### src/rtl/core/sld_pkg.sv
`timescale 1ns / 1ps
// ----------------------------------------------------------------------------
// sld_pkg
// Shared types and constants for the sync/length/XOR frame deframer.
// ----------------------------------------------------------------------------
package sld_pkg;

  localparam int unsigned BYTE_W   = 8;
  localparam int unsigned APB_DW   = 32;
  localparam int unsigned APB_AW   = 4;
  localparam int unsigned REG_IDXW = 2;

  // register map indexes (byte address = 4 * index)
  typedef enum logic [REG_IDXW-1:0] {
    REG_FIRST_SYNC  = 2'd0,
    REG_SECOND_SYNC = 2'd1,
    REG_MAX_LEN     = 2'd2
  } reg_idx_t;

  localparam logic [BYTE_W-1:0] FIRST_SYNC_RST  = 8'h4C;
  localparam logic [BYTE_W-1:0] SECOND_SYNC_RST = 8'h4D;
  localparam logic [BYTE_W-1:0] MAX_LEN_RST     = 8'd50;

  typedef struct packed {
    logic [BYTE_W-1:0] first_sync;
    logic [BYTE_W-1:0] second_sync;
    logic [BYTE_W-1:0] max_len;
  } cfg_t;

  typedef enum logic [3:0] {
    PH_HUNT    = 4'b0001,
    PH_SYNC2   = 4'b0010,
    PH_LENGTH  = 4'b0100,
    PH_PAYLOAD = 4'b1000
  } phase_t;

endpackage

### src/rtl/core/sync_length_xor_deframer_unit.sv
`timescale 1ns / 1ps
// ----------------------------------------------------------------------------
// sync_length_xor_deframer_unit
// Sync/length/XOR-check deframer for a received serial byte stream.
// ----------------------------------------------------------------------------
// Channel  Direction  Contents
// in_      slave      tdata[7:0] = rx_byte
// out_     master     tdata = {byte_position, payload_byte}, tlast = is_last,
//                     tuser = check_ok
// cfg_     APB        0x0 first sync, 0x4 second sync, 0x8 max frame length
//
// One byte per cycle while in_tready is high; each accepted payload byte lands
// in the output register on the next edge, as the frame state registers do.
// Synchronous active-low reset returns to hunting with default register values.
// A stalled output holds in_tready low only while its register is full and
// out_tready is low; header bytes pass without producing an item.
// ----------------------------------------------------------------------------
module sync_length_xor_deframer_unit (
  input  logic                       clk,
  input  logic                       rst_n,
  input  logic                       in_tvalid,
  output logic                       in_tready,
  input  logic [7:0]                 in_tdata,     // [7:0] rx_byte
  output logic                       out_tvalid,
  input  logic                       out_tready,
  output logic [15:0]                out_tdata,    // [7:0] payload_byte, [15:8] byte_position
  output logic                       out_tlast,
  output logic                       out_tuser,    // [0] check_ok
  input  logic                       cfg_psel,
  input  logic                       cfg_penable,
  input  logic                       cfg_pwrite,
  input  logic [sld_pkg::APB_AW-1:0] cfg_paddr,
  input  logic [sld_pkg::APB_DW-1:0] cfg_pwdata,
  output logic [sld_pkg::APB_DW-1:0] cfg_prdata,
  output logic                       cfg_pready
);

  sld_pkg::cfg_t cfg;
  logic [sld_pkg::BYTE_W-1:0] pay_byte;
  logic [sld_pkg::BYTE_W-1:0] pay_pos;

  sld_cfg_regs u_regs (
    .clk     (clk),
    .rst_n   (rst_n),
    .psel    (cfg_psel),
    .penable (cfg_penable),
    .pwrite  (cfg_pwrite),
    .paddr   (cfg_paddr),
    .pwdata  (cfg_pwdata),
    .prdata  (cfg_prdata),
    .pready  (cfg_pready),
    .cfg     (cfg)
  );

  sld_deframer u_core (
    .clk       (clk),
    .rst_n     (rst_n),
    .cfg       (cfg),
    .in_valid  (in_tvalid),
    .in_ready  (in_tready),
    .in_byte   (in_tdata),
    .out_valid (out_tvalid),
    .out_ready (out_tready),
    .out_byte  (pay_byte),
    .out_pos   (pay_pos),
    .out_last  (out_tlast),
    .out_ok    (out_tuser)
  );

  assign out_tdata = {pay_pos, pay_byte};

endmodule

### src/rtl/core/sld_cfg_regs.sv
`timescale 1ns / 1ps
// ----------------------------------------------------------------------------
// sld_cfg_regs
// APB register bank: sync byte values and the frame length limit.
// ----------------------------------------------------------------------------
module sld_cfg_regs (
  input  logic                         clk,
  input  logic                         rst_n,
  input  logic                         psel,
  input  logic                         penable,
  input  logic                         pwrite,
  input  logic [sld_pkg::APB_AW-1:0]   paddr,
  input  logic [sld_pkg::APB_DW-1:0]   pwdata,
  output logic [sld_pkg::APB_DW-1:0]   prdata,
  output logic                         pready,
  output sld_pkg::cfg_t                cfg
);

  sld_pkg::cfg_t cfg_r;
  sld_pkg::cfg_t cfg_nxt;
  logic          wr_en;
  logic [sld_pkg::REG_IDXW-1:0] idx;

  assign pready = 1'b1;
  assign wr_en  = psel & penable & pwrite & pready;
  assign idx    = paddr[sld_pkg::APB_AW-1:2];

  always_comb begin
    cfg_nxt = cfg_r;
    if (wr_en) begin
      case (idx)
        sld_pkg::REG_FIRST_SYNC:  cfg_nxt.first_sync  = pwdata[sld_pkg::BYTE_W-1:0];
        sld_pkg::REG_SECOND_SYNC: cfg_nxt.second_sync = pwdata[sld_pkg::BYTE_W-1:0];
        sld_pkg::REG_MAX_LEN:     cfg_nxt.max_len     = pwdata[sld_pkg::BYTE_W-1:0];
        default: ;
      endcase
    end
  end

  always_comb begin
    case (idx)
      sld_pkg::REG_FIRST_SYNC:
        prdata = {{(sld_pkg::APB_DW-sld_pkg::BYTE_W){1'b0}}, cfg_r.first_sync};
      sld_pkg::REG_SECOND_SYNC:
        prdata = {{(sld_pkg::APB_DW-sld_pkg::BYTE_W){1'b0}}, cfg_r.second_sync};
      sld_pkg::REG_MAX_LEN:
        prdata = {{(sld_pkg::APB_DW-sld_pkg::BYTE_W){1'b0}}, cfg_r.max_len};
      default:
        prdata = '0;
    endcase
  end

  always_ff @(posedge clk) begin
    if (!rst_n) begin
      cfg_r.first_sync  <= sld_pkg::FIRST_SYNC_RST;
      cfg_r.second_sync <= sld_pkg::SECOND_SYNC_RST;
      cfg_r.max_len     <= sld_pkg::MAX_LEN_RST;
    end else begin
      cfg_r <= cfg_nxt;
    end
  end

  assign cfg = cfg_r;

endmodule

### src/rtl/core/sld_deframer.sv
`timescale 1ns / 1ps
// ----------------------------------------------------------------------------
// sld_deframer
// Frame state tracking per received byte, with a registered result stage.
// ----------------------------------------------------------------------------
module sld_deframer (
  input  logic                       clk,
  input  logic                       rst_n,
  input  sld_pkg::cfg_t              cfg,
  input  logic                       in_valid,
  output logic                       in_ready,
  input  logic [sld_pkg::BYTE_W-1:0] in_byte,
  output logic                       out_valid,
  input  logic                       out_ready,
  output logic [sld_pkg::BYTE_W-1:0] out_byte,
  output logic [sld_pkg::BYTE_W-1:0] out_pos,
  output logic                       out_last,
  output logic                       out_ok
);

  sld_pkg::phase_t phase_r, phase_nxt;
  logic [sld_pkg::BYTE_W-1:0] len_r, len_nxt;
  logic [sld_pkg::BYTE_W-1:0] cnt_r, cnt_nxt;
  logic [sld_pkg::BYTE_W-1:0] xor_r, xor_nxt;

  logic                       ovld_r, ovld_nxt;
  logic [sld_pkg::BYTE_W-1:0] obyte_r, opos_r;
  logic                       olast_r, ook_r;

  logic accept;
  logic emit;
  logic last;
  logic [sld_pkg::BYTE_W:0] cnt_inc;

  // output register frees up when downstream takes the held item
  assign in_ready = ~ovld_r | out_ready;
  assign accept   = in_valid & in_ready;
  assign emit     = accept & (phase_r == sld_pkg::PH_PAYLOAD);
  assign cnt_inc  = {1'b0, cnt_r} + 1'b1;
  assign last     = cnt_inc >= {1'b0, len_r};

  always_comb begin
    phase_nxt = phase_r;
    len_nxt   = len_r;
    cnt_nxt   = cnt_r;
    xor_nxt   = xor_r;
    if (accept) begin
      case (phase_r)
        sld_pkg::PH_HUNT: begin
          if (in_byte == cfg.first_sync) phase_nxt = sld_pkg::PH_SYNC2;
        end
        sld_pkg::PH_SYNC2: begin
          // mismatch goes back to hunting without re-checking this byte
          phase_nxt = (in_byte == cfg.second_sync) ? sld_pkg::PH_LENGTH : sld_pkg::PH_HUNT;
        end
        sld_pkg::PH_LENGTH: begin
          if (in_byte == '0 || in_byte > cfg.max_len) begin
            phase_nxt = sld_pkg::PH_HUNT;
          end else begin
            len_nxt   = in_byte;
            cnt_nxt   = '0;
            xor_nxt   = '0;
            phase_nxt = sld_pkg::PH_PAYLOAD;
          end
        end
        sld_pkg::PH_PAYLOAD: begin
          if (last) begin
            phase_nxt = sld_pkg::PH_HUNT;
            cnt_nxt   = '0;
          end else begin
            xor_nxt = xor_r ^ in_byte;
            cnt_nxt = cnt_inc[sld_pkg::BYTE_W-1:0];
          end
        end
        default: phase_nxt = sld_pkg::PH_HUNT;
      endcase
    end
  end

  always_comb begin
    ovld_nxt = ovld_r;
    if (emit)           ovld_nxt = 1'b1;
    else if (out_ready) ovld_nxt = 1'b0;
  end

  always_ff @(posedge clk) begin
    if (!rst_n) begin
      phase_r <= sld_pkg::PH_HUNT;
      len_r   <= '0;
      cnt_r   <= '0;
      xor_r   <= '0;
      ovld_r  <= 1'b0;
    end else begin
      phase_r <= phase_nxt;
      len_r   <= len_nxt;
      cnt_r   <= cnt_nxt;
      xor_r   <= xor_nxt;
      ovld_r  <= ovld_nxt;
    end
  end

  always_ff @(posedge clk) begin
    if (emit) begin
      obyte_r <= in_byte;
      opos_r  <= cnt_r;
      olast_r <= last;
      ook_r   <= last & (xor_r == in_byte);
    end
  end

  assign out_valid = ovld_r;
  assign out_byte  = obyte_r;
  assign out_pos   = opos_r;
  assign out_last  = olast_r;
  assign out_ok    = ook_r;

endmodule
### config.mk
export PLATFORM = sky130hd
export DESIGN_NAME = sync_length_xor_deframer_unit
export DESIGN_NICKNAME = d
export VERILOG_FILES = /design/src/rtl/core/sld_pkg.sv /design/src/rtl/core/sync_length_xor_deframer_unit.sv /design/src/rtl/core/sld_cfg_regs.sv /design/src/rtl/core/sld_deframer.sv
export SDC_FILE = /design/constraint.sdc
export NUM_CORES = 1
export LEC_CHECK = 0
export BUFFER_PORTS_ARGS = -buffer_cell sky130_fd_sc_hd__buf_2
export CELL_PAD_IN_SITES_DETAIL_PLACEMENT = 1
export CELL_PAD_IN_SITES_GLOBAL_PLACEMENT = 1
export CORE_MARGIN = 2
export CORE_UTILIZATION = 40
export CTS_BUF_LIST = sky130_fd_sc_hd__clkbuf_16
export CTS_CLUSTER_DIAMETER = 200
export DETAILED_ROUTE_END_ITERATION = 6
export PLACE_DENSITY = 0.86
export SLEW_MARGIN = 20
export SYNTH_ARGS = -nofsm -noshare
export SYNTH_HDL_FRONTEND = slang
export SYNTH_SLANG_ARGS = --single-unit
### constraint.sdc
create_clock -name clk -period 3.5 [get_ports clk]
set_input_delay 0.175 -clock clk [delete_from_list [all_inputs] [get_ports clk]]
set_output_delay 0.175 -clock clk [all_outputs]
set_load 0.005 [all_outputs]
==> flow_summary.ini <==
[critical_path]
worst_r2r_path_depth = 12
cp-start-kind = flip-flop
crit_top_cell = nand3_1
r2r_setup_slack_ns = 0.45
required_ns = 3.78
max_stage_delay_ns = 0.50
arrival_ns = 3.33
r2r_start = u_core.cnt_r[2]$_SDFFE_PN0P_
worst_setup_path_end_kind = flip-flop
rr_endpoint = u_core.xor_r[3]$_SDFFE_PN0P_
path_class = flip-flop to flip-flop
crit_chain = nand3_1 > nor2_1 > nand3_1 > xnor2_1 > ha_1 > nand3_1 > a2bb2oi_1 > o311a_1 > inv_2 > nor4_4 > a21oi_1 > nor2_1
cp_max_fo = 8
cp_slowest_cell = nor4_4

[floorplanning]
num_rows = 36
ioPinCount = 104
fp.dieArea_sq_um = 10720
start_util_pct = 40.94
core_area_sq_um = 9684
die_h_um = 103.6
die-width_um = 103.6

[cts]
htree_levels = 3
clkSinkCount = 71
root_buffer = clkbuf_16
cts_resized = 0
cts_hold_buf = 0
clk_latency_ns = 0.34
cts_buffer_depth = 2
cts_buffers = 9
tritoncts = yes
path_clk_slew_ns = 0.06
postCtsSetupRepairBufs = 0

[synthesis]
synth.distinct_cells = 60
yosysSeqAreaShare_pct = 40.39
ys.flop_type = dfxtp_1
ys_ff_latch = 71
ys_warn_count = 0
synth_cells = 432
synth_edf_count = 18
async_reset_ff_share_pct = 0
syn_area_sq_um = 3965
synth.avg_cell_area_sq_um = 9.178

[global_routing]
grt-ovfl-total = 0
grt_pass1_wl_um = 17290
grt.total_usage_pct = 20.37
grt_start_max_net_pins = 29
grt_pass1_vias = 3428
antenna_found_initial = 0

[route]
vias_per_cell = 5.321
wl_per_cell_um = 17.12
ant_nets = 0
routed_wl_um = 10510
dr_total_vias = 3267
drt_iter0_drc = 118
drc = 0
firstDrtPassIters = 4

[min_path]
whs_path_depth = 3
min_from = cfg_pwdata[1]
hold_class = input pin to flip-flop
min_to = u_regs.cfg[1]$_SDFFE_PN1P_

[outcome]
status = completed

[timing]
maxSlewViolCount = 0
fmax_mhz = 328.0
period_share_pct = 87.10
rsz0062_at_grt = false
fin_tns_setup_ns = 0
period_minus_slack_ns = 3.048
fin_skew_ns = 0.007211
setup_violations = 0
tightest_slew_ns = 0.8298
hold_viol = 0
slew_headroom_pct = 44.38

[layout]
n_antenna_cell = 0
layout_commonest_cell = dfxtp_1
area_delta_synth_final_pct = 12.46
drive_gt1_share_pct = 17.26
stdcell_count = 614
fin_nets = 544
mostFrequentLayoutCells = dfxtp_1, nand2_1, buf_2
fillers = 1139

[power_and_ir_drop]
leakage_nw = 1.742
power_density_nw_per_um2 = 397.1
ir_worst_vdd_v = 0.0001646
power.total_mw = 1.771

[placement]
post-dp-hpwl_um = 7493
place_congestion = 0.8557
dp_cells = 598
port_buffers = 52

[run]
maxCapViolations = 0
## flip-flops by register name (all words and copies together) (netlist names)
register / count
u_core.out_pos: 8
u_core.phase_r: 4
u_core.out_last: 1
u_regs.cfg: 24
u_core.len_r: 8
u_core.cnt_r: 8
u_core.out_ok: 1
u_core.out_valid: 1
u_core.out_byte: 8
u_core.xor_r: 8
## cell families after synthesis
group                    Yosys count  share of synthesized area [%]
multiplexers                      18                          4.544
flip-flops                        71                          40.39
adder cells (fa/ha/maj)           17                          5.364
AND/OR/NAND/NOR                  144                          19.25
other                              2                         0.1894
XOR/XNOR                          30                          6.627
buffers and inverters             64                          9.340
AO/OA/AOI/OAI                     86                          14.30
## layer usage
layer  GRT usage (%)  wire (um)  share of wire [%]
met5               0          0                  0
met4           10.04        269                2.6
met3           4.091        357                3.4
met1           23.26       4539                 43
met2           36.23       5344                 51
## cells in the mapped netlist, types with 2 or more instances
cell | count | area share [%]
o21ai_1 | 6 | 0.76
conb_1 | 2 | 0.19
and2_1 | 2 | 0.32
nand3_1 | 21 | 2.7
xor2_1 | 3 | 0.66
clkbuf_1 | 11 | 1.0
xnor2_1 | 27 | 6.0
nand2_1 | 52 | 4.9
o221a_1 | 4 | 1.1
inv_1 | 18 | 1.7
buf_6 | 4 | 1.1
nor2_8 | 2 | 1.0
a21o_1 | 3 | 0.57
nor4b_1 | 2 | 0.44
a21oi_1 | 33 | 4.2
a31oi_1 | 2 | 0.32
edfxtp_1 | 18 | 14
dfxtp_1 | 53 | 27
buf_4 | 26 | 4.9
nand2b_1 | 3 | 0.47
nor2_1 | 36 | 3.4
o211ai_1 | 6 | 1.1
ha_1 | 17 | 5.4
nand4_1 | 8 | 1.3
nor2b_1 | 2 | 0.32
mux2i_1 | 18 | 4.5
o21ai_0 | 17 | 2.1
nor3_1 | 2 | 0.25
buf_1 | 2 | 0.19
buf_2 | 2 | 0.25
## final cells by class
| cell class | instances | area [sq um] | area share, % |
|---|---|---|---|
| Sequential cell | 71 | 1602 | 35.91 |
| Multi-Input combinational cell | 320 | 2085 | 46.75 |
| Timing Repair Buffer | 55 | 282.8 | 6.341 |
| Tap cell | 133 | 166.4 | 3.732 |
| Clock inverter | 7 | 27.53 | 0.6173 |
| Clock buffer | 9 | 225.2 | 5.051 |
| Inverter | 19 | 71.32 | 1.599 |
## per-stage QoR
step / utilization [%] / setup slack, ns / area, sq um / hold slack (ns)
6_report: 46.05 / 0.4516 / 4459 / 0.1116
5_1_grt: 46.05 / 0.1115 / 4459 / 0.1122
4_1_cts: 45.99 / 0.4260 / 4454 / 0.1008
3_5_place_dp: 43.39 / 0.4790 / 4202 / 0.4516
3_3_place_gp: 43.39 / 0.5699 / 4202 / 0.4374
2_1_floorplan: - / 0.8401 / 4051 / 0.2739
## how the worst max path moves through the flow
stage | slack (ns) | from | depth (start not counted) | end
2_1_floorplan | 0.84 | u_core.cnt_r[0]$_SDFFE_PN0P_ | 13 | u_core.xor_r[3]$_SDFFE_PN0P_
3_3_place_gp | 0.57 | u_core.cnt_r[2]$_SDFFE_PN0P_ | 12 | u_core.xor_r[3]$_SDFFE_PN0P_
3_5_place_dp | 0.48 | u_core.cnt_r[2]$_SDFFE_PN0P_ | 12 | u_core.xor_r[1]$_SDFFE_PN0P_
4_1_cts | 0.43 | u_core.cnt_r[2]$_SDFFE_PN0P_ | 12 | u_core.xor_r[3]$_SDFFE_PN0P_
5_1_grt | 0.11 | u_core.cnt_r[2]$_SDFFE_PN0P_ | 12 | u_core.xor_r[1]$_SDFFE_PN0P_
6_report | 0.45 | u_core.cnt_r[2]$_SDFFE_PN0P_ | 12 | u_core.xor_r[3]$_SDFFE_PN0P_
## report_power, final
part / leakage [nW] / internal [mW] / switching, mW / total (mW)
Sequential: 0.592 / 0.843 / 0.00439 / 0.848
Combinational: 1.01 / 0.0435 / 0.0863 / 0.130
Clock: 0.139 / 0.462 / 0.331 / 0.793
## critical path, delay by kind of cell, from the launching register on
family / cells / cell delay, ns
adders and majority gates: 1 / 0.30
xor gates and xnor gates: 1 / 0.28
buffers and inverters: 1 / 0.09
AOI/OAI and AO/OA: 3 / 0.54
and+or+nand+nor: 6 / 1.32
DFF: 1 / 0.45
Note: power is estimated with default switching activity, not from simulation.
